===== config.mk =====
export PLATFORM = sky130hd
export DESIGN_NAME = chiptune_sound_generator
export DESIGN_NICKNAME = d
export VERILOG_FILES = /design/src/csg_pkg.sv /design/src/csg_div.sv /design/src/chiptune_sound_generator.sv
export SDC_FILE = /design/constraint.sdc
export NUM_CORES = 2
export LEC_CHECK = 0
export BUFFER_PORTS_ARGS = -buffer_cell sky130_fd_sc_hd__buf_2
export CORE_MARGIN = 10
export CORE_UTILIZATION = 60
export CTS_CLUSTER_DIAMETER = 120
export DETAILED_ROUTE_END_ITERATION = 8
export HOLD_SLACK_MARGIN = 0.15
export PLACE_DENSITY = 0.84
export SLEW_MARGIN = 20
export SYNTH_ARGS = -nofsm -noshare
export SYNTH_HDL_FRONTEND = slang
export SYNTH_SLANG_ARGS = --single-unit

===== constraint.sdc =====
create_clock -name clk -period 16.6 [get_ports clk]
set_clock_uncertainty 0.1 [all_clocks]
set_input_delay 1.66 -clock clk [delete_from_list [all_inputs] [get_ports clk]]
set_output_delay 1.66 -clock clk [all_outputs]
set_load 0.01 [all_outputs]

===== src/csg_pkg.sv =====
package csg_pkg;

  localparam int PHASE_BITS = 24;
  localparam int DIV_STEPS  = 16;
  localparam int NUM_W      = 56;
  localparam int DEN_W      = 43;

  // the value one on the doubled phase: the midpoint of a triangle cycle
  localparam logic [PHASE_BITS:0] TRI_FULL = {1'b1, {PHASE_BITS{1'b0}}};

  // OUTPUT_GAIN folded into the mix constants
  localparam logic [NUM_W-1:0] SQ_NUM_K  = 56'd115056000;     // 12000*9588
  localparam logic [DEN_W-1:0] SQ_DEN_K0 = 43'd812800;        // 100*8128
  localparam logic [NUM_W-1:0] TND_NUM_K = 56'd191748000;     // 12000*15979
  localparam logic signed [43:0] TND_DEN_K0 = 44'sd5156183398400; // 100*512*8227*12241

  typedef enum logic [1:0] {
    KIND_SAMPLE = 2'd0,
    KIND_FRAME  = 2'd1,
    KIND_NOTE   = 2'd2,
    KIND_REST   = 2'd3
  } kind_t;

  typedef enum logic [1:0] {
    VOICE_SQ_A  = 2'd0,
    VOICE_SQ_B  = 2'd1,
    VOICE_TRI   = 2'd2,
    VOICE_NOISE = 2'd3
  } voice_t;

  typedef enum logic [2:0] {
    REG_SQ_A_DUTY = 3'd0,
    REG_SQ_B_DUTY = 3'd1,
    REG_SQ_A_ENV  = 3'd2,
    REG_SQ_B_ENV  = 3'd3,
    REG_NOISE_ENV = 3'd4
  } reg_idx_t;

  typedef enum logic [2:0] {
    ST_IDLE,
    ST_SQ_START,
    ST_SQ_WAIT,
    ST_TND_START,
    ST_TND_WAIT,
    ST_OUT
  } state_t;

  typedef struct packed {
    logic [3:0] level;
    logic [3:0] count;
    logic       restart;
  } env_t;

  // bit i of a row = duty output at eighth i of the cycle
  localparam logic [7:0] DUTY_ROWS [4] = '{8'b0000_0010, 8'b0000_0110,
                                           8'b0001_1110, 8'b1111_1001};

  localparam logic [11:0] NOISE_PERIODS [16] = '{
    12'd4, 12'd8, 12'd16, 12'd32, 12'd64, 12'd96, 12'd128, 12'd160,
    12'd202, 12'd254, 12'd380, 12'd508, 12'd762, 12'd1016, 12'd2034, 12'd4068};

  function automatic env_t env_step(env_t e, logic [3:0] period);
    env_t r;
    r = e;
    if (e.restart) begin
      r.level   = 4'd15;
      r.count   = period;
      r.restart = 1'b0;
    end else if (e.level != 4'd0) begin
      if (e.count <= 4'd1) begin
        r.count = period;
        r.level = e.level - 4'd1;
      end else begin
        r.count = e.count - 4'd1;
      end
    end
    return r;
  endfunction

endpackage


===== src/csg_div.sv =====
// restoring divider, one quotient bit per cycle
module csg_div import csg_pkg::*; (
  input  logic             clk,
  input  logic             rst_n,
  input  logic             start,
  input  logic [NUM_W-1:0] num,
  input  logic [DEN_W-1:0] den,
  output logic             done,
  output logic [DIV_STEPS-1:0] quo
);

  localparam int SH_W  = DEN_W + DIV_STEPS - 1;
  localparam int CNT_W = $clog2(DIV_STEPS);

  logic                 busy_r;
  logic                 done_r;
  logic [CNT_W-1:0]     cnt_r;
  logic [NUM_W-1:0]     rem_r;
  logic [SH_W-1:0]      dsh_r;
  logic [DIV_STEPS-1:0] quo_r;
  logic                 ge;

  assign ge   = {{(SH_W-NUM_W){1'b0}}, rem_r} >= dsh_r;
  assign done = done_r;
  assign quo  = quo_r;

  always_ff @(posedge clk) begin
    if (!rst_n) begin
      busy_r <= 1'b0;
      done_r <= 1'b0;
      cnt_r  <= '0;
    end else begin
      done_r <= 1'b0;
      if (start) begin
        busy_r <= 1'b1;
        cnt_r  <= '0;
      end else if (busy_r) begin
        cnt_r <= cnt_r + CNT_W'(1);
        if (cnt_r == CNT_W'(DIV_STEPS - 1)) begin
          busy_r <= 1'b0;
          done_r <= 1'b1;
        end
      end
    end
  end

  always_ff @(posedge clk) begin
    if (start) begin
      rem_r <= num;
      dsh_r <= {den, {(DIV_STEPS-1){1'b0}}};
      quo_r <= '0;
    end else if (busy_r) begin
      if (ge) rem_r <= rem_r - dsh_r[NUM_W-1:0];
      quo_r <= {quo_r[DIV_STEPS-2:0], ge};
      dsh_r <= dsh_r >> 1;
    end
  end

endmodule


===== src/chiptune_sound_generator.sv =====
// channel  | handshake                      | payload
// input    | in_valid / in_stall            | in_kind, in_voice, in_phase_step, in_noise_rate
// output   | out_valid / out_stall          | out_sample
// config   | psel, penable, pwrite, pready  | paddr, pwdata, prdata
//
// Frame tick, note on and rest words finish in the cycle they are accepted.
// A sample word holds in_stall high from accept until its result is loaded into
// the output register, so the next word waits until then. Levels and voice
// state update at accept, then the shared 16-step divider runs twice (square mix,
// then triangle/noise mix), each run opened by a start state and closed by its done.
// The output register lets the next word in while a finished sample still waits
// on out_stall; a second finished sample holds in the output state meanwhile.
// rst_n is synchronous, active low; it clears control and voice state.
module chiptune_sound_generator import csg_pkg::*; (
  input  logic        clk,
  input  logic        rst_n,
  input  logic        in_valid,
  output logic        in_stall,
  input  logic [1:0]  in_kind,
  input  logic [1:0]  in_voice,
  input  logic [23:0] in_phase_step,
  input  logic [3:0]  in_noise_rate,
  output logic        out_valid,
  input  logic        out_stall,
  output logic signed [15:0] out_sample,
  input  logic        psel,
  input  logic        penable,
  input  logic        pwrite,
  input  logic [4:0]  paddr,
  input  logic [31:0] pwdata,
  output logic [31:0] prdata,
  output logic        pready
);

  // config registers
  logic [1:0] duty_a_r, duty_b_r;
  logic [3:0] env_per_r [3];

  // voice state
  logic [PHASE_BITS-1:0] sq_phase_r [2];
  logic [PHASE_BITS-1:0] sq_step_r  [2];
  logic [PHASE_BITS-1:0] tri_phase_r, tri_step_r;
  logic                  tri_on_r;
  env_t                  env_r [3];
  logic [14:0]           nz_shift_r;
  logic [3:0]            nz_rate_r;
  logic [11:0]           nz_count_r;

  // mix datapath
  state_t state_r, state_nxt;
  logic [4:0]         s_r;
  logic signed [13:0] t_r;
  logic [3:0]         n_r;
  logic signed [28:0] x_r;
  logic [15:0]        part_sq_r;
  logic               out_valid_r;
  logic signed [15:0] out_sample_r;

  logic in_acc, cfg_wr;
  kind_t  kind;
  voice_t voice;

  assign kind     = kind_t'(in_kind);
  assign voice    = voice_t'(in_voice);
  assign in_stall = (state_r != ST_IDLE);
  assign in_acc   = in_valid && !in_stall;
  assign pready   = 1'b1;
  assign cfg_wr   = psel && penable && pwrite;
  assign out_valid  = out_valid_r;
  assign out_sample = out_sample_r;

  // ---- config port ----
  always_ff @(posedge clk) begin
    if (!rst_n) begin
      duty_a_r     <= 2'd1;
      duty_b_r     <= 2'd2;
      env_per_r[0] <= 4'd12;
      env_per_r[1] <= 4'd9;
      env_per_r[2] <= 4'd2;
    end else if (cfg_wr) begin
      case (reg_idx_t'(paddr[4:2]))
        REG_SQ_A_DUTY: duty_a_r     <= pwdata[1:0];
        REG_SQ_B_DUTY: duty_b_r     <= pwdata[1:0];
        REG_SQ_A_ENV:  env_per_r[0] <= pwdata[3:0];
        REG_SQ_B_ENV:  env_per_r[1] <= pwdata[3:0];
        REG_NOISE_ENV: env_per_r[2] <= pwdata[3:0];
        default: ;
      endcase
    end
  end

  always_comb begin
    prdata = '0;
    case (reg_idx_t'(paddr[4:2]))
      REG_SQ_A_DUTY: prdata = {30'd0, duty_a_r};
      REG_SQ_B_DUTY: prdata = {30'd0, duty_b_r};
      REG_SQ_A_ENV:  prdata = {28'd0, env_per_r[0]};
      REG_SQ_B_ENV:  prdata = {28'd0, env_per_r[1]};
      REG_NOISE_ENV: prdata = {28'd0, env_per_r[2]};
      default:       prdata = '0;
    endcase
  end

  // ---- voice levels at the current phase ----
  logic [3:0]  lvl_a, lvl_b, lvl_n;
  logic [PHASE_BITS:0] tri_two, tri_dist;
  logic [9:0]  tri_a;
  logic signed [11:0] tri_v;
  logic signed [13:0] t_nxt;
  logic [12:0] nz_c;
  logic        nz_clk;
  logic [14:0] nz_shift_nxt;

  always_comb begin
    lvl_a = DUTY_ROWS[duty_a_r][sq_phase_r[0][PHASE_BITS-1 -: 3]] ? env_r[0].level : 4'd0;
    lvl_b = DUTY_ROWS[duty_b_r][sq_phase_r[1][PHASE_BITS-1 -: 3]] ? env_r[1].level : 4'd0;

    // triangle: |2p - 1| in 1/512 steps, then (2a - 512) * 15
    tri_two  = {tri_phase_r, 1'b0};
    tri_dist = tri_two[PHASE_BITS] ? (tri_two - TRI_FULL) : (TRI_FULL - tri_two);
    tri_a    = tri_dist[PHASE_BITS -: 10];
    tri_v    = $signed({1'b0, tri_a, 1'b0}) - 12'sd512;
    t_nxt    = tri_on_r ? 14'(14'(tri_v) * 14'sd15) : 14'sd0;

    // noise period counter and LFSR
    nz_c   = {1'b0, nz_count_r} + 13'd1;
    nz_clk = nz_c >= {1'b0, NOISE_PERIODS[nz_rate_r]};
    nz_shift_nxt = nz_clk ? {nz_shift_r[0] ^ nz_shift_r[1], nz_shift_r[14:1]} : nz_shift_r;
    lvl_n  = nz_shift_nxt[0] ? env_r[2].level : 4'd0;
  end

  // ---- voice state updates ----
  always_ff @(posedge clk) begin
    if (!rst_n) begin
      for (int v = 0; v < 2; v++) begin
        sq_phase_r[v] <= '0;
        sq_step_r[v]  <= '0;
      end
      tri_phase_r <= '0;
      tri_step_r  <= '0;
      tri_on_r    <= 1'b1;
      for (int v = 0; v < 3; v++) env_r[v] <= '{level: 4'd0, count: 4'd0, restart: 1'b1};
      nz_shift_r <= '0;
      nz_rate_r  <= '0;
      nz_count_r <= '0;
    end else if (in_acc) begin
      case (kind)
        KIND_SAMPLE: begin
          sq_phase_r[0] <= sq_phase_r[0] + sq_step_r[0];
          sq_phase_r[1] <= sq_phase_r[1] + sq_step_r[1];
          if (tri_on_r) tri_phase_r <= tri_phase_r + tri_step_r;
          nz_shift_r <= nz_shift_nxt;
          nz_count_r <= nz_clk ? 12'd0 : nz_c[11:0];
        end
        KIND_FRAME: begin
          for (int v = 0; v < 3; v++) env_r[v] <= env_step(env_r[v], env_per_r[v]);
        end
        KIND_NOTE: begin
          case (voice)
            VOICE_SQ_A, VOICE_SQ_B: begin
              sq_step_r[voice[0]]  <= PHASE_BITS'(in_phase_step);
              sq_phase_r[voice[0]] <= '0;
              env_r[voice[0]].restart <= 1'b1;
            end
            VOICE_TRI: begin
              tri_on_r    <= 1'b1;
              tri_step_r  <= PHASE_BITS'(in_phase_step);
              tri_phase_r <= '0;
            end
            default: begin
              nz_shift_r <= 15'd1;
              nz_rate_r  <= in_noise_rate;
              env_r[2].restart <= 1'b1;
            end
          endcase
        end
        default: begin
          case (voice)
            VOICE_SQ_A, VOICE_SQ_B: env_r[voice[0]].level <= 4'd0;
            VOICE_TRI:              tri_on_r <= 1'b0;
            default:                env_r[2].level <= 4'd0;
          endcase
        end
      endcase
    end
  end

  // ---- sequencer ----
  logic div_start, div_done, sel_tnd, load_x, load_sq, load_out, out_free;
  logic [NUM_W-1:0] div_num;
  logic [DEN_W-1:0] div_den;
  logic [15:0]      div_quo;

  assign out_free = !out_valid_r || !out_stall;

  always_comb begin
    state_nxt = state_r;
    case (state_r)
      ST_IDLE:      if (in_acc && kind == KIND_SAMPLE) state_nxt = ST_SQ_START;
      ST_SQ_START:  state_nxt = ST_SQ_WAIT;
      ST_SQ_WAIT:   if (div_done) state_nxt = ST_TND_START;
      ST_TND_START: state_nxt = ST_TND_WAIT;
      ST_TND_WAIT:  if (div_done) state_nxt = ST_OUT;
      ST_OUT:       if (out_free) state_nxt = ST_IDLE;
      default:      state_nxt = ST_IDLE;
    endcase
  end

  always_comb begin
    div_start = 1'b0;
    sel_tnd   = 1'b0;
    load_x    = 1'b0;
    load_sq   = 1'b0;
    load_out  = 1'b0;
    case (state_r)
      ST_SQ_START: begin
        div_start = 1'b1;
        load_x    = 1'b1;
      end
      ST_SQ_WAIT:   load_sq = div_done;
      ST_TND_START: begin
        div_start = 1'b1;
        sel_tnd   = 1'b1;
      end
      ST_OUT:       load_out = out_free;
      default: ;
    endcase
  end

  always_ff @(posedge clk) begin
    if (!rst_n) state_r <= ST_IDLE;
    else        state_r <= state_nxt;
  end

  // divider operands: square mix, or triangle/noise mix by |X| (sign restored after)
  logic [27:0] x_abs;
  always_comb begin
    x_abs = x_r[28] ? 28'(-x_r) : 28'(x_r);
    if (sel_tnd) begin
      div_num = 56'(x_abs) * TND_NUM_K;
      div_den = 43'(TND_DEN_K0 + 44'(x_r) * 44'sd10000);
    end else begin
      div_num = 56'(s_r) * SQ_NUM_K;
      div_den = SQ_DEN_K0 + 43'(s_r) * 43'd10000;
    end
  end

  csg_div u_div (
    .clk   (clk),
    .rst_n (rst_n),
    .start (div_start),
    .num   (div_num),
    .den   (div_den),
    .done  (div_done),
    .quo   (div_quo)
  );

  logic signed [16:0] part_tnd;
  logic signed [17:0] mix_sum;
  logic signed [15:0] mix_sat;
  always_comb begin
    part_tnd = x_r[28] ? -$signed({1'b0, div_quo}) : $signed({1'b0, div_quo});
    mix_sum  = 18'($signed({1'b0, part_sq_r})) + 18'(part_tnd);
    if (mix_sum > 18'sd32767)       mix_sat = 16'sh7FFF;
    else if (mix_sum < -18'sd32768) mix_sat = 16'sh8000;
    else                            mix_sat = mix_sum[15:0];
  end

  always_ff @(posedge clk) begin
    if (in_acc && kind == KIND_SAMPLE) begin
      s_r <= 5'(lvl_a) + 5'(lvl_b);
      t_r <= t_nxt;
      n_r <= lvl_n;
    end
    if (load_x)
      x_r <= 29'(29'(t_r) * 29'sd12241) + 29'($signed({25'd0, n_r}) * 29'sd4212224);
    if (load_sq)  part_sq_r <= div_quo;
    if (load_out) out_sample_r <= mix_sat;
  end

  always_ff @(posedge clk) begin
    if (!rst_n)        out_valid_r <= 1'b0;
    else if (load_out) out_valid_r <= 1'b1;
    else if (!out_stall) out_valid_r <= 1'b0;
  end

  // ---- checks ----
  a_out_from_seq: assert property (@(posedge clk) disable iff (!rst_n)
    $rose(out_valid_r) |-> $past(state_r == ST_OUT))
    else $error("sample word raised outside output state");

  a_div_done_wait: assert property (@(posedge clk) disable iff (!rst_n)
    div_done |-> (state_r == ST_SQ_WAIT || state_r == ST_TND_WAIT))
    else $error("divider finished while sequencer not waiting");

  a_sample_starts: assert property (@(posedge clk) disable iff (!rst_n)
    (in_acc && kind == KIND_SAMPLE) |=> state_r == ST_SQ_START)
    else $error("sample tick did not start the mix");

endmodule


==> results by group <==
Synth
  – Post-Synthesis Cell Area: 0.0520 mm²
  – Fraction of registers with async set/reset: 0
  – Multiplexer area fraction after synthesis: 0.0129
  – Top cells by area, synth: ha_1 (19%), fa_1 (19%), edfxtp_1 (15%)
  – Commonest register cell after synthesis: edfxtp_1
  – Yosys top cell area share: 0.187
  – Compound-gate portion of the synthesized area: 0.137
  – Cell taking the most area after synthesis: ha_1
  – Simple-gate area share of the yosys netlist: 0.109
  – Sequential fraction of the synthesis area: 0.218
  – Synth unique cells: 90
  – Post-synthesis adder-cell area fraction: 0.375
  – Synth warnings: 0
  – XOR/XNOR Fraction of Synth Area: 0.0658
  – Synthesized netlist cell count: 5,548
  – Mean Syn Cell Area: 9.38 µm²
  – Synth Register Bits: 441
  – Post-synth EDFFs: 253
  – Main combinational cell family by area after synthesis: adder cells

Worst setup path
  – Slowest CP cell: xnor2_1
  – Critical path's top delay family: adder cells
  – CP most frequent cell: inv_1
  – Max FO, Critical Path: 8
  – Critical Path End Type: register
  – CP required: 16.82 ns
  – WP buf/inv: 8
  – Max incr delay on CP: 0.86 ns
  – Crit Path Category: register to register
  – Worst EP arrival: 10.64 ns
  – CP startpoint kind: register

Timing
  – Tmin final: 10.41 ns
  – Max-slew violations: 0
  – Worst Max-Slew Pin Slew: 1.06 ns
  – Fmax: 96.0 MHz
  – Fin. Hold Viols: 0
  – RSZ-0062 raised after global routing: no
  – # setup viols final: 0
  – Final period utilization: 0.627
  – Worst rel slew slack: 0.289
  – Sum Neg Setup Slack: 0 ns

GRT
  – First-pass GRT wire length: 202,000 µm
  – GR Util All Layers: 0.250
  – Vias in the first global route: 39,500
  – Total grt overflow: 0
  – Largest net degree at the start of global routing: 76
  – Initial antenna violation count: 2

Floorplanning
  – Initial Utilization: 0.608
  – Die height: 314 µm
  – Num rows: 107
  – Die area: 0.0989 mm²
  – CORE AREA: 0.0855 mm²
  – Die X: 314 µm
  – # IOs: 127

Final layout
  – Finished Layout Cells: 6,764
  – Layout Nets: 6,918
  – Commonest non-fill, non-tap cell in the layout: inv_1
  – Fraction of layout cells with a size suffix above 1: 0.0445
  – Filler instances: 6,717
  – Final core utilization: 0.645
  – Most frequent cells in the layout: inv_1 (946), ha_1 (779), fa_1 (486)
  – Area grow syn2layout: 6.12%

Clock network
  – Clk root buf: clkbuf_16
  – Clk pin slew, worst setup/hold paths: 0.06 ns
  – Max clock buf depth: 3
  – CTS tree: built
  – Clk Latency, worst-skew pair: 0.63 ns
  – Htree depth: 2
  – Post-cts sizing count: 0
  – Cts hold-fix bufs: 0
  – CTS buffer count: 50
  – CTS Sinks: 441
  – Number of setup buffers added after CTS: 0

Placement
  – RD Place Congestion: 1.03
  – DP Wirelength: 101,000 µm
  – Dpl cells: 6,668
  – IO buf count: 67

Detailed routing
  – Via density: 5.73
  – DR vias: 38,700
  – # DRC: 0
  – Final wirelength: 125,000 µm
  – Remaining antenna violation count after routing: 0
  – WL/cell: 18.4 µm
  – Drt first-iter violations: 2,452
  – Detailed Routing Iterations Pass 1: 6

Run
  – Number of max-cap violations: 0

Worst hold path
  – Hold crit path type: register to register

Status
  – Status: completed
==> cells by family after synthesis <==
group / Yosys count
buffers and inverters: 1103
flip-flops: 441
multiplexers: 64
AO/OA/AOI/OAI: 1099
adder cells (fa/ha/maj): 1267
other: 2
XOR/XNOR: 391
AND/OR/NAND/NOR: 1181
==> layer usage <==
| metal | vias up | GRT usage | wire length [µm] |
|---|---|---|---|
| met5 | - | 0 | 21 |
| met4 | 4 | 0.0965 | 5370 |
| met3 | 241 | 0.0426 | 8230 |
| met2 | 1144 | 0.419 | 58200 |
| met1 | 18700 | 0.320 | 52800 |
| li1 | 18700 | - | - |
==> state kept, by name (all words and copies together), names as in the netlist, 24 cells and up <==
name	cells
env_r	27
sq_phase_r	48
sq_step_r	48
tri_phase_r	24
tri_step_r	24
u_div.dsh_r	58
u_div.rem_r	56
x_r	28
==> synthesized netlist by cell type, drive strengths merged, types with 61 or more instances <==
library cell    n
clkbuf        109
ha            779
nand3         110
xor2          133
a21o          154
mux2i          61
xnor2         258
dfxtp         188
edfxtp        253
a21oi         318
fa            486
o21ai         202
nand2         360
inv           947
and2          104
nand2b         70
nor2          267
==> metrics by stage <==
step / instance area [µm²] / hold slack [ns] / setup WS, ns
after floorplan: 52100 / 0.336 / 7.81
after global placement: 53500 / 0.342 / 6.54
after detailed placement: 53500 / 0.349 / 6.36
after CTS: 55200 / 0.357 / 6.33
after global routing: 55200 / 0.370 / 5.74
final: 55200 / 0.357 / 6.19
==> worst min-delay path, cell delays in order (launching register included) <==
cell	delay, ns
dfxtp_1	0.31
nand2_1	0.05
a21oi_1	0.05
==> final timing paths <==
path / start / endpoint / slack, ns / depth (start not counted)
worst max-delay path: x_r[4] / u_div.rem_r[51] / 6.19 / 33
worst min-delay path: sq_phase_r[1][20] / sq_phase_r[1][20] / 0.36 / 2
worst max register to register: x_r[4] / u_div.rem_r[51] / 6.19 / 33
worst min register to register: sq_phase_r[1][20] / sq_phase_r[1][20] / 0.36 / 2
==> final cells by class <==
| type | instances | area, µm² | share of cell area |
|---|---|---|---|
| multi-input cells | 4031 | 36600 | 0.663 |
| clock buffers | 67 | 1420 | 0.0257 |
| well taps | 1144 | 1430 | 0.0259 |
| repair buffers | 104 | 613 | 0.0111 |
| flip-flops and latches | 441 | 11400 | 0.206 |
| diodes | 1 | 2.50 | 0.0000453 |
| clock inverters | 27 | 240 | 0.00435 |
| inverters | 949 | 3560 | 0.0645 |
Power is not shown: default switching activity piles up to over one toggle a cycle in this logic, so the estimate is an artifact.
